==> src/calendar_date_next_and_difference_defines.svh <==
// Assertion macros for the calendar date block.
// Used by modules that hold clk_i and rst_ni; no other dependencies.
`ifndef CALENDAR_DATE_NEXT_AND_DIFFERENCE_DEFINES_SVH
`define CALENDAR_DATE_NEXT_AND_DIFFERENCE_DEFINES_SVH

// Property that holds in every cycle out of reset.
`define CDND_ASSERT(label, prop, msg) \
  label: assert property (@(posedge clk_i) disable iff (!rst_ni) (prop)) else $error(msg);

// Antecedent in one cycle implies consequent in the next.
`define CDND_ASSERT_NEXT(label, ante, cons, msg) \
  label: assert property (@(posedge clk_i) disable iff (!rst_ni) (ante) |=> (cons)) \
    else $error(msg);

`endif

==> src/cdnd_pkg.sv <==
// Shared types, constants and calendar tables for the date pipeline.
// No dependencies.
package cdnd_pkg;

  localparam int unsigned YearW     = 14;
  localparam int unsigned MonthW    = 4;
  localparam int unsigned DayW      = 5;
  localparam int unsigned NextYearW = 15;
  localparam int unsigned DayNumW   = 23;
  localparam int unsigned DoyW      = 9;
  localparam int unsigned Q100W     = 8;

  localparam logic [YearW-1:0]  DefaultYear = 14'd1970;
  localparam logic [MonthW-1:0] MonthJan    = 4'd1;
  localparam logic [MonthW-1:0] MonthFeb    = 4'd2;
  localparam logic [MonthW-1:0] MonthDec    = 4'd12;

  // Reciprocals scaled by 2^20; exact for all 14-bit operands.
  localparam int unsigned RecipShift = 20;
  localparam logic [16:0] Recip25    = 17'd41944;
  localparam logic [13:0] Recip100   = 14'd10486;

  typedef struct packed {
    logic [YearW-1:0]  year;
    logic [MonthW-1:0] month;
    logic [DayW-1:0]   day;
  } date_t;

  typedef struct packed {
    date_t           date;
    logic            leap;
    logic [DayW-1:0] mlen;
  } vdate_t;

  typedef struct packed {
    logic [DayNumW-1:0] base;
    logic [YearW-3:0]   p_div4;
    logic [Q100W-1:0]   p_div100;
    logic [DoyW-1:0]    doy;
  } dnum_part_t;

  function automatic logic [DayW-1:0] month_len(input logic [MonthW-1:0] month,
                                                input logic leap);
    logic [DayW-1:0] len;
    case (month) inside
      4'd4, 4'd6, 4'd9, 4'd11: len = 5'd30;
      MonthFeb:                len = leap ? 5'd29 : 5'd28;
      default:                 len = 5'd31;
    endcase
    return len;
  endfunction

  // Days in the months before this one, common year.
  function automatic logic [DoyW-1:0] days_before(input logic [MonthW-1:0] month);
    logic [DoyW-1:0] n;
    case (month)
      4'd2:    n = 9'd31;
      4'd3:    n = 9'd59;
      4'd4:    n = 9'd90;
      4'd5:    n = 9'd120;
      4'd6:    n = 9'd151;
      4'd7:    n = 9'd181;
      4'd8:    n = 9'd212;
      4'd9:    n = 9'd243;
      4'd10:   n = 9'd273;
      4'd11:   n = 9'd304;
      4'd12:   n = 9'd334;
      default: n = 9'd0;
    endcase
    return n;
  endfunction

endpackage

==> src/cdnd_req_if.sv <==
// Input channel: two raw dates per beat, valid/ready handshake.
// Depends on cdnd_pkg for field widths.
interface cdnd_req_if;
  logic                          valid;
  logic                          ready;
  logic [cdnd_pkg::YearW-1:0]    year_a;
  logic [cdnd_pkg::MonthW-1:0]   month_a;
  logic [cdnd_pkg::DayW-1:0]     day_a;
  logic [cdnd_pkg::YearW-1:0]    year_b;
  logic [cdnd_pkg::MonthW-1:0]   month_b;
  logic [cdnd_pkg::DayW-1:0]     day_b;

  modport source (output valid, year_a, month_a, day_a, year_b, month_b, day_b,
                  input ready);
  modport sink   (input valid, year_a, month_a, day_a, year_b, month_b, day_b,
                  output ready);
endinterface

==> src/cdnd_rsp_if.sv <==
// Output channel: validated date, next day and day difference per beat.
// Depends on cdnd_pkg for field widths.
interface cdnd_rsp_if;
  logic                           valid;
  logic                           ready;
  logic [cdnd_pkg::YearW-1:0]     valid_year;
  logic [cdnd_pkg::MonthW-1:0]    valid_month;
  logic [cdnd_pkg::DayW-1:0]      valid_day;
  logic [cdnd_pkg::NextYearW-1:0] next_year;
  logic [cdnd_pkg::MonthW-1:0]    next_month;
  logic [cdnd_pkg::DayW-1:0]      next_day;
  logic [cdnd_pkg::DayNumW-1:0]   day_difference;

  modport source (output valid, valid_year, valid_month, valid_day, next_year,
                  next_month, next_day, day_difference, input ready);
  modport sink   (input valid, valid_year, valid_month, valid_day, next_year,
                  next_month, next_day, day_difference, output ready);
endinterface

==> src/cdnd_validate.sv <==
// Date repair: default year, bad month to January, leap test and day range check.
// Depends on cdnd_pkg.
module cdnd_validate (
  input  cdnd_pkg::date_t  raw_i,
  output cdnd_pkg::vdate_t vdate_o
);
  import cdnd_pkg::*;

  logic [YearW-1:0]  yy;
  logic [MonthW-1:0] mm;
  logic [DayW-1:0]   dd;
  logic [29:0]       prod25;
  logic [9:0]        q25;
  logic [YearW-1:0]  back25;
  logic              div25;
  logic              leap;
  logic [DayW-1:0]   mlen;

  always_comb begin
    yy = (raw_i.year == '0) ? DefaultYear : raw_i.year;
    mm = (raw_i.month == '0 || raw_i.month > MonthDec) ? MonthJan : raw_i.month;

    // y mod 25 == 0 via reciprocal multiply; times 25 back as shift-add
    prod25 = 30'(yy) * 30'(Recip25);
    q25    = prod25[RecipShift+9:RecipShift];
    back25 = 14'({q25, 4'b0}) + 14'({q25, 3'b0}) + 14'(q25);
    div25  = (back25 == yy);

    // div by 100 = div4 and div25; div by 400 = div16 and div25
    leap = (yy[1:0] == 2'b0) && (!div25 || yy[3:0] == 4'b0);
    mlen = month_len(mm, leap);
    dd   = (raw_i.day == '0 || raw_i.day > mlen) ? 5'd1 : raw_i.day;

    vdate_o.date.year  = yy;
    vdate_o.date.month = mm;
    vdate_o.date.day   = dd;
    vdate_o.leap       = leap;
    vdate_o.mlen       = mlen;
  end

endmodule

==> src/cdnd_daynum.sv <==
// Partial terms of the day number: 365*(y-1), (y-1)/4, (y-1)/100, day of year.
// Depends on cdnd_pkg.
module cdnd_daynum (
  input  cdnd_pkg::vdate_t     vdate_i,
  output cdnd_pkg::dnum_part_t part_o
);
  import cdnd_pkg::*;

  logic [YearW-1:0] p;
  logic [27:0]      prod100;
  logic             past_feb;

  always_comb begin
    p        = vdate_i.date.year - 14'd1;
    prod100  = 28'(p) * 28'(Recip100);
    past_feb = (vdate_i.date.month > MonthFeb) && vdate_i.leap;

    part_o.base     = 23'(p) * 23'd365;
    part_o.p_div4   = p[YearW-1:2];
    part_o.p_div100 = prod100[RecipShift+Q100W-1:RecipShift];
    part_o.doy      = days_before(vdate_i.date.month) + 9'(past_feb)
                    + 9'(vdate_i.date.day);
  end

endmodule

==> src/calendar_date_next_and_difference.sv <==
// Channel  Dir  Content
// req_i    in   raw dates a and b (year, month, day each)
// rsp_o    out  validated a, the day after a, |daynum(b) - daynum(a)|
//
// Four register stages: repair, next day and day-number terms, day-number
// sum, absolute difference into the output register. One beat enters per
// cycle while the output is not held. Each stage takes a new beat when it is
// empty or moving on, so bubbles are absorbed while the output is held. Reset
// clears the stage valid bits only.
// Depends on cdnd_pkg, cdnd_req_if, cdnd_rsp_if, cdnd_validate, cdnd_daynum.
`include "calendar_date_next_and_difference_defines.svh"

module calendar_date_next_and_difference (
  input  logic              clk_i,
  input  logic              rst_ni,
  cdnd_req_if.sink          req_i,
  cdnd_rsp_if.source        rsp_o
);
  import cdnd_pkg::*;

  date_t      raw_a, raw_b;
  vdate_t     va_d, vb_d;
  dnum_part_t pa_d, pb_d;

  logic       s1_vld_q, s2_vld_q, s3_vld_q, s4_vld_q;
  logic       rdy1, rdy2, rdy3, rdy4;

  vdate_t     s1_va_q, s1_vb_q;

  date_t                s2_a_q, s3_a_q, s4_a_q;
  logic [NextYearW-1:0] nxt_year_d, s2_nyear_q, s3_nyear_q, s4_nyear_q;
  logic [MonthW-1:0]    nxt_month_d, s2_nmonth_q, s3_nmonth_q, s4_nmonth_q;
  logic [DayW-1:0]      nxt_day_d, s2_nday_q, s3_nday_q, s4_nday_q;
  dnum_part_t           s2_pa_q, s2_pb_q;

  logic [DayNumW-1:0]   na_d, nb_d, s3_na_q, s3_nb_q;
  logic [DayNumW-1:0]   diff_d, s4_diff_q;

  assign rdy4        = !s4_vld_q || rsp_o.ready;
  assign rdy3        = !s3_vld_q || rdy4;
  assign rdy2        = !s2_vld_q || rdy3;
  assign rdy1        = !s1_vld_q || rdy2;
  assign req_i.ready = rdy1;

  assign raw_a = '{year: req_i.year_a, month: req_i.month_a, day: req_i.day_a};
  assign raw_b = '{year: req_i.year_b, month: req_i.month_b, day: req_i.day_b};

  cdnd_validate u_val_a (.raw_i(raw_a), .vdate_o(va_d));
  cdnd_validate u_val_b (.raw_i(raw_b), .vdate_o(vb_d));

  cdnd_daynum u_dn_a (.vdate_i(s1_va_q), .part_o(pa_d));
  cdnd_daynum u_dn_b (.vdate_i(s1_vb_q), .part_o(pb_d));

  // Day after a
  always_comb begin
    nxt_year_d  = 15'(s1_va_q.date.year);
    nxt_month_d = s1_va_q.date.month;
    nxt_day_d   = s1_va_q.date.day + 5'd1;
    if (s1_va_q.date.day == s1_va_q.mlen) begin
      nxt_day_d = 5'd1;
      if (s1_va_q.date.month == MonthDec) begin
        nxt_month_d = MonthJan;
        nxt_year_d  = 15'(s1_va_q.date.year) + 15'd1;
      end else begin
        nxt_month_d = s1_va_q.date.month + 4'd1;
      end
    end
  end

  always_comb begin
    na_d = s2_pa_q.base + 23'(s2_pa_q.p_div4) - 23'(s2_pa_q.p_div100)
         + 23'(s2_pa_q.p_div100[Q100W-1:2]) + 23'(s2_pa_q.doy);
    nb_d = s2_pb_q.base + 23'(s2_pb_q.p_div4) - 23'(s2_pb_q.p_div100)
         + 23'(s2_pb_q.p_div100[Q100W-1:2]) + 23'(s2_pb_q.doy);
    diff_d = (s3_na_q > s3_nb_q) ? (s3_na_q - s3_nb_q) : (s3_nb_q - s3_na_q);
  end

  always_ff @(posedge clk_i or negedge rst_ni) begin
    if (!rst_ni) begin
      s1_vld_q <= 1'b0;
      s2_vld_q <= 1'b0;
      s3_vld_q <= 1'b0;
      s4_vld_q <= 1'b0;
    end else begin
      if (rdy1) s1_vld_q <= req_i.valid;
      if (rdy2) s2_vld_q <= s1_vld_q;
      if (rdy3) s3_vld_q <= s2_vld_q;
      if (rdy4) s4_vld_q <= s3_vld_q;
    end
  end

  always_ff @(posedge clk_i) begin
    if (rdy1 && req_i.valid) begin
      s1_va_q <= va_d;
      s1_vb_q <= vb_d;
    end
    if (rdy2 && s1_vld_q) begin
      s2_a_q      <= s1_va_q.date;
      s2_nyear_q  <= nxt_year_d;
      s2_nmonth_q <= nxt_month_d;
      s2_nday_q   <= nxt_day_d;
      s2_pa_q     <= pa_d;
      s2_pb_q     <= pb_d;
    end
    if (rdy3 && s2_vld_q) begin
      s3_a_q      <= s2_a_q;
      s3_nyear_q  <= s2_nyear_q;
      s3_nmonth_q <= s2_nmonth_q;
      s3_nday_q   <= s2_nday_q;
      s3_na_q     <= na_d;
      s3_nb_q     <= nb_d;
    end
    if (rdy4 && s3_vld_q) begin
      s4_a_q      <= s3_a_q;
      s4_nyear_q  <= s3_nyear_q;
      s4_nmonth_q <= s3_nmonth_q;
      s4_nday_q   <= s3_nday_q;
      s4_diff_q   <= diff_d;
    end
  end

  assign rsp_o.valid          = s4_vld_q;
  assign rsp_o.valid_year     = s4_a_q.year;
  assign rsp_o.valid_month    = s4_a_q.month;
  assign rsp_o.valid_day      = s4_a_q.day;
  assign rsp_o.next_year      = s4_nyear_q;
  assign rsp_o.next_month     = s4_nmonth_q;
  assign rsp_o.next_day       = s4_nday_q;
  assign rsp_o.day_difference = s4_diff_q;

  `CDND_ASSERT(a_month_range, !s4_vld_q || (s4_a_q.month >= MonthJan && s4_a_q.month <= MonthDec && s4_a_q.day != '0), "validated date out of range")
  `CDND_ASSERT(a_month_roll, !s4_vld_q || s4_nmonth_q == s4_a_q.month || s4_nday_q == 5'd1, "month changed without day reset")
  `CDND_ASSERT(a_year_roll, !s4_vld_q || s4_nyear_q == 15'(s4_a_q.year) || (s4_nmonth_q == MonthJan && s4_a_q.month == MonthDec), "year changed outside December")
  `CDND_ASSERT_NEXT(a_s3_hold, s3_vld_q && !rdy4, s3_vld_q, "stalled beat dropped in stage 3")

endmodule

==> src/flat_wrapper.sv <==
// flat-port wrapper written by rule: the top's interface ports become plain ports
module calendar_date_next_and_difference_flat import cdnd_pkg::*;
  (clk_i, rst_ni, req_i_valid, req_i_year_a, req_i_month_a, req_i_day_a, req_i_year_b, req_i_month_b, req_i_day_b, req_i_ready, rsp_o_valid, rsp_o_valid_year, rsp_o_valid_month, rsp_o_valid_day, rsp_o_next_year, rsp_o_next_month, rsp_o_next_day, rsp_o_day_difference, rsp_o_ready);
  cdnd_req_if req_i_i ();
  cdnd_rsp_if rsp_o_i ();
  input  logic clk_i;
  input  logic rst_ni;
  input wire logic [$bits(req_i_i.valid)-1:0] req_i_valid;
  input wire logic [$bits(req_i_i.year_a)-1:0] req_i_year_a;
  input wire logic [$bits(req_i_i.month_a)-1:0] req_i_month_a;
  input wire logic [$bits(req_i_i.day_a)-1:0] req_i_day_a;
  input wire logic [$bits(req_i_i.year_b)-1:0] req_i_year_b;
  input wire logic [$bits(req_i_i.month_b)-1:0] req_i_month_b;
  input wire logic [$bits(req_i_i.day_b)-1:0] req_i_day_b;
  output wire logic [$bits(req_i_i.ready)-1:0] req_i_ready;
  output wire logic [$bits(rsp_o_i.valid)-1:0] rsp_o_valid;
  output wire logic [$bits(rsp_o_i.valid_year)-1:0] rsp_o_valid_year;
  output wire logic [$bits(rsp_o_i.valid_month)-1:0] rsp_o_valid_month;
  output wire logic [$bits(rsp_o_i.valid_day)-1:0] rsp_o_valid_day;
  output wire logic [$bits(rsp_o_i.next_year)-1:0] rsp_o_next_year;
  output wire logic [$bits(rsp_o_i.next_month)-1:0] rsp_o_next_month;
  output wire logic [$bits(rsp_o_i.next_day)-1:0] rsp_o_next_day;
  output wire logic [$bits(rsp_o_i.day_difference)-1:0] rsp_o_day_difference;
  input wire logic [$bits(rsp_o_i.ready)-1:0] rsp_o_ready;
  assign req_i_i.valid = req_i_valid;
  assign req_i_i.year_a = req_i_year_a;
  assign req_i_i.month_a = req_i_month_a;
  assign req_i_i.day_a = req_i_day_a;
  assign req_i_i.year_b = req_i_year_b;
  assign req_i_i.month_b = req_i_month_b;
  assign req_i_i.day_b = req_i_day_b;
  assign req_i_ready = req_i_i.ready;
  assign rsp_o_valid = rsp_o_i.valid;
  assign rsp_o_valid_year = rsp_o_i.valid_year;
  assign rsp_o_valid_month = rsp_o_i.valid_month;
  assign rsp_o_valid_day = rsp_o_i.valid_day;
  assign rsp_o_next_year = rsp_o_i.next_year;
  assign rsp_o_next_month = rsp_o_i.next_month;
  assign rsp_o_next_day = rsp_o_i.next_day;
  assign rsp_o_day_difference = rsp_o_i.day_difference;
  assign rsp_o_i.ready = rsp_o_ready;
  calendar_date_next_and_difference u_core (.clk_i(clk_i), .rst_ni(rst_ni), .req_i(req_i_i), .rsp_o(rsp_o_i));
endmodule
==> config.mk <==
export PLATFORM = sky130hd
export DESIGN_NAME = calendar_date_next_and_difference_flat
export DESIGN_NICKNAME = d
export VERILOG_FILES = /design/src/cdnd_pkg.sv /design/src/cdnd_req_if.sv /design/src/cdnd_rsp_if.sv /design/src/cdnd_validate.sv /design/src/cdnd_daynum.sv /design/src/calendar_date_next_and_difference.sv /design/src/flat_wrapper.sv
export VERILOG_INCLUDE_DIRS = /design/src /design/src/src
export SDC_FILE = /design/constraint.sdc
export NUM_CORES = 2
export LEC_CHECK = 0
export ABC_AREA = 0
export BUFFER_PORTS_ARGS = -buffer_cell sky130_fd_sc_hd__buf_2
export CORE_MARGIN = 2
export CORE_UTILIZATION = 40
export DETAILED_ROUTE_END_ITERATION = 8
export GPL_TIMING_DRIVEN = 1
export HOLD_SLACK_MARGIN = 0.08
export SLEW_MARGIN = 20
export SYNTH_ARGS = -nofsm -noshare
export SYNTH_HDL_FRONTEND = slang
export SYNTH_HIERARCHICAL = 1
export SYNTH_SLANG_ARGS = --single-unit
export TNS_END_PERCENT = 50
==> constraint.sdc <==
create_clock -name clk_i -period 6.2 [get_ports clk_i]
set_clock_uncertainty 0.1 [all_clocks]
set_input_delay 0.31 -clock clk_i [delete_from_list [all_inputs] [get_ports clk_i]]
set_output_delay 0.31 -clock clk_i [all_outputs]
set_load 0.02 [all_outputs]
## After elaboration in Yosys (flattened, before gate mapping)

Memory sizes are Yosys's and may differ from the RTL's. A register that Yosys moved wholly into a read port is not among the register bits.
Index checks and enable logic that the tools add are counted.

| word-level totals | value |
|---|---|
| RAM bits | 0 |
| input bits | 50 |
| flip-flop bits (word level) | 371 |
| memories kept | 2 |
| latch bits | 0 |
| output and inout bits | 72 |
| logic and storage cells | 149 |
| ROM bits | 288 |

| cells by class | value |
|---|---|
| equality and inequality tests | 14 |
| shift operators | 0 |
| $add $sub $neg | 23 |
| $lt $le $gt $ge | 7 |
| bitwise operators | 0 |
| mux-type cells | 17 |
| reductions and logical operators | 37 |
| multiply operators | 6 |
| divide/modulo/power cells | 0 |

Memories:

| name | words | width | rd ports | clocked after Yosys merged registers in | wr ports | line | text |
|---|---|---|---|---|---|---|---|
| (name not given) | 16 | 9 | 1 | 1 | 0 | cdnd_pkg.sv:56 | `case (month)` |
| (name not given) | 16 | 9 | 1 | 1 | 0 | cdnd_pkg.sv:56 |  |

Operators with widths:

| kind | count |
|---|---|
| $mul 14x13->27 const B | 4 |
| $mux 14 | 4 |
| $add 23x12->23 | 2 |
| $add 23x6->23 | 2 |
| $add 23x9->23 | 2 |
| $mul 14x9->23 const B | 2 |
| $sub 23x23->23 | 2 |
| $sub 23x8->23 | 2 |
| $add 14x10->14 | 2 |
| $add 14x13->14 | 2 |
| $eq 14x14->1 | 2 |
| $logic_not 14->1 | 2 |
| $sub 14x1->14 const B | 2 |
| $mux 4 | 6 |
| $gt 23x23->1 | 1 |
| $mux 23 | 1 |
| $eq 4x4->1 const B | 5 |
| $add 9x1->9 | 2 |
| $add 9x5->9 | 2 |
| $eq 4x3->1 const B | 4 |
| $logic_not 4->1 | 4 |
| $add 14x1->15 const B | 1 |
| $gt 5x5->1 | 2 |
| $logic_not 5->1 | 2 |
| 15 further kinds | 44 |

## Depth between registers and ports, before layout

| logic depth | value |
|---|---|
| depth after elaboration | 14 |
| gate-level depth with buffers | 43 |
| depth with buffers taken out | 42 |

## Cells and area by module

The synthesis kept the hierarchy.

Modules (own cells, without submodules):

| module | cells an instance | area each (sq um) | times used | sequential area each (sq um) |
|---|---|---|---|---|
| calendar_date_next_and_difference | 1323 | 18469.0 | 1 | 11270.8 |
| cdnd_daynum (u_core.u_dn_b) | 729 | 6381.1 | 1 | 0.0 |
| cdnd_daynum (u_core.u_dn_a) | 693 | 6175.9 | 1 | 0.0 |
| cdnd_validate (u_core.u_val_b) | 513 | 4613.2 | 1 | 0.0 |
| cdnd_validate (u_core.u_val_a) | 513 | 4610.7 | 1 | 0.0 |

## Least setup slack after synthesis

Ideal clock, no wire load.

| path | value |
|---|---|
| kind | input port to flip-flop |
| start | in req_i_year_a[12] |
| end | reg u_core/s1_va_q[10] (netlist bit), data pin |
| cell stages on the path | 40 |
| arrival time | 9.454 ns |
| setup time | 0.255 ns |
| setup slack | -3.609 ns |
| required time | 5.845 ns |
| cell sequence | inv_1 > ha_1 > nor4b_1 > and3_1 > buf_2 > nor2_1 > inv_1 > ha_1 > fa_1 > fa_1 > fa_1 > inv_1 > fa_1 > inv_1 > ha_1 > a21o_1 > a21o_1 > a221oi_2 > (+4 left out) > xnor2_1 > inv_1 > fa_1 > inv_1 > ha_1 > nor2b_1 > a221oi_2 > nand3_2 > or3b_1 > a311oi_1 > o21ba_1 > o41ai_2 > a21oi_1 > o32a_1 > ha_1 > a21oi_1 > o21ai_0 > and2_1 |

RTL lines:

| item | line | text |
|---|---|---|
| start: declaration | flat_wrapper.sv:9 | `input wire logic [$bits(req_i_i.year_a)-1:0] req_i_year_a;` |
| end signal: assignment | calendar_date_next_and_difference.sv:94 | `s1_va_q <= va_d;` |
| end: declaration | calendar_date_next_and_difference.sv:28 | `vdate_t s1_va_q, s1_vb_q;` |

==> out/results.txt <==
met3 Use GR -> 2.32%
highest cell delay on the worst timing path -> 0.51 ns
average vias per placed instance -> 4.84
drc violations -> 0
met2 global-route usage -> 31.0%
first-pass GRT wire length -> 152000 µm
post-route worst setup slack -> -2.80 ns
Tmin final -> 9.00 ns
clock buffer count from CTS -> 47
Cell Area, Synth -> 0.0401 mm²
Fin Hold WS -> 0.151 ns
Final GP Congestion -> 0.921
final instance area -> 0.0497 mm²
Die Footprint -> 0.103 mm²
Port Buffer Count -> 121
global-route congestion overflow total -> 0
gate count after technology mapping -> 3762
crit start category -> primary input
final cell count without fillers -> 5764
die boundary height -> 321 µm
dpl hpwl -> 77600 µm
Num Clock Sinks -> 371
Post-Place Cell Area -> 0.0457 mm²
die boundary width -> 321 µm
number of diodes -> 0
CP Data Arrival Time -> 9.25 ns
failing checks -> negative setup slack
core footprint -> 0.0997 mm²
outcome -> finished with violations
count of final max-slew check failures -> 0
max-capacitance violation count -> 0
average detailed-routed wire length per instance -> 16.4 µm
via count of the first global-routing pass -> 29200
total wire length -> 94500 µm
critical setup path kind -> in2reg
H-tree level count -> 2
DP Cell Count -> 5567
class of the worst hold path -> in2reg
initial core utilization -> 40.2%
Pre-Repair DR Iteration Count -> 5
initial antenna violation count -> 1
Tcrit/Tclk final -> 145%
largest fanout on the critical path -> 8
average instance area after synthesis -> 10.7 µm²
gr usage total -> 18.7%
Antenna Violating Nets Remaining -> 0
Critical Path Sink Type -> flip-flop
Nets -> 5544
transition time at the pin with the least slew margin -> 1.05 ns
busiest grt layer -> met2
clock tree from TritonCTS -> built
clock latency reported for the late side of the worst-skew pair -> 0.61 ns
worst slew slack as a fraction of its limit -> 30.3%
minimum setup slack after placement -> -3.74 ns
final setup vio count -> 14
peak clock frequency supported by timing -> 0.111 GHz
RSZ-0062 raised after global routing -> true
layout filler cell count -> 8992
growth of design area from synthesis to finish -> 24.1%
met1 usage in global routing -> 25.5%
clock-pin slew on the worst setup and hold paths -> 0.06 ns
CP Data Required Time -> 6.46 ns
number of placed I/O pins -> 122
First DRT Iteration DRCs -> 1500
fraction of final layout cells sized beyond drive strength 1 -> 23.3%
maximum buffer depth of the clock tree -> 3
CTS Root Cell -> clkbuf_16
pin count of the biggest net entering global routing -> 152
row cnt -> 116
number of failing hold endpoints at the final stage -> 0
Yosys warning count -> 6
cell at the slowest stage of the critical path -> fa_1
count of vias placed by the detailed router -> 27900
## cell usage in the layout (no fill, tap or decap), types with 20 or more instances in the layout
| master | count |
|---|---|
| a21o_1 | 85 |
| a21oi_1 | 158 |
| and2_1 | 20 |
| buf_2 | 113 |
| buf_4 | 490 |
| buf_6 | 22 |
| clkbuf_16 | 47 |
| dlygate4sd3_1 | 34 |
| edfxtp_1 | 367 |
| fa_1 | 373 |
| ha_1 | 615 |
| ha_4 | 57 |
| inv_1 | 866 |
| inv_2 | 61 |
| mux2i_1 | 33 |
| nand2_1 | 83 |
| nand2b_1 | 20 |
| nand3_1 | 59 |
| nand4_1 | 32 |
| nor2_1 | 96 |
| nor2b_1 | 29 |
| nor3_1 | 22 |
| o21a_1 | 29 |
| o21ai_0 | 67 |
| o21bai_1 | 21 |
| xnor2_1 | 140 |
| xor2_1 | 75 |
## per-stage QoR
step / setup TNS (ns) / util [%]
4_1_cts: -32.37 / 49.2
5_1_grt: -40.82 / 49.9
3_3_place_gp: -45.46 / 45.8
6_report: -33.01 / 49.9
3_5_place_dp: -48.41 / 45.8
2_1_floorplan: -37.66 / -
## area by class of cell
| type | instances | area [µm²] | share of cell area (%) |
|---|---|---|---|
| sequential | 371 | 11100 | 22.4 |
| clock buffer | 56 | 1250 | 2.51 |
| tap | 1298 | 1620 | 3.27 |
| timing repair buffer | 664 | 4930 | 9.92 |
| multi-input combinational | 2408 | 26900 | 54.0 |
| inverter | 939 | 3570 | 7.18 |
| clock inverter | 28 | 367 | 0.737 |
## worst paths after layout
check	from	endpoint	slack, ns	depth (start not counted)
min	req_i_year_b[0]	u_core/s1_vb_q[15]	0.15	2
min reg2reg	u_core/s3_nmonth_q[2]	u_core/rsp_o.next_month[2]	0.32	0
max	req_i_year_a[12]	u_core/s1_va_q[8]	-2.80	41
max in group asynchronous	rst_ni	u_core/s2_vld_q	5.33	3
min in group asynchronous	rst_ni	u_core/rsp_o.valid	0.50	3
max reg2reg	u_core/s1_va_q[17]	u_core/s2_pa_q[14]	-0.03	27
## flip-flops by register name (all words and copies together), names as in the netlist, 14 cells and up
signal,flops
u_core/s2_nyear_q,15
u_core/s1_vb_q,24
u_core/rsp_o.valid_year,14
u_core/s2_pa_q,52
u_core/s3_nyear_q,15
u_core/rsp_o.next_year,15
u_core/s1_va_q,29
u_core/s3_na_q,23
u_core/rsp_o.day_difference,23
u_core/s2_pb_q,52
u_core/s2_a_q,23
u_core/s3_nb_q,23
u_core/s3_a_q,23
## worst max-delay path: cells and delay by family
kind / cells / cell delay, ns
XOR/XNOR: 1 / 0.06
AND/OR/NAND/NOR: 8 / 1.46
buffers and inverters: 7 / 0.65
adder cells (fa/ha/maj): 10 / 3.58
AO/OA/AOI/OAI: 15 / 3.18
## per-layer routing
layer / wire, µm / share of wire, % / vias up
li1: - / - / 13800
met2: 43900 / 46 / 475
met3: 3730 / 3.9 / 119
met4: 2790 / 2.9 / 0
met5: 0 / 0 / -
met1: 44200 / 47 / 13500
## what timing repair did
item | 4_1_cts | 5_1_grt
hold buffers | 34 | 0
setup buffers | 65 | 18
pin swaps | 144 | 100
gates cloned | 0 | 0
hold endpoints to repair | 33 | 0
setup endpoints to repair | 34 | 36
resized for setup | 192 | 108
Power is not shown: default switching activity piles up to over one toggle a cycle in this logic, so the estimate is an artifact.
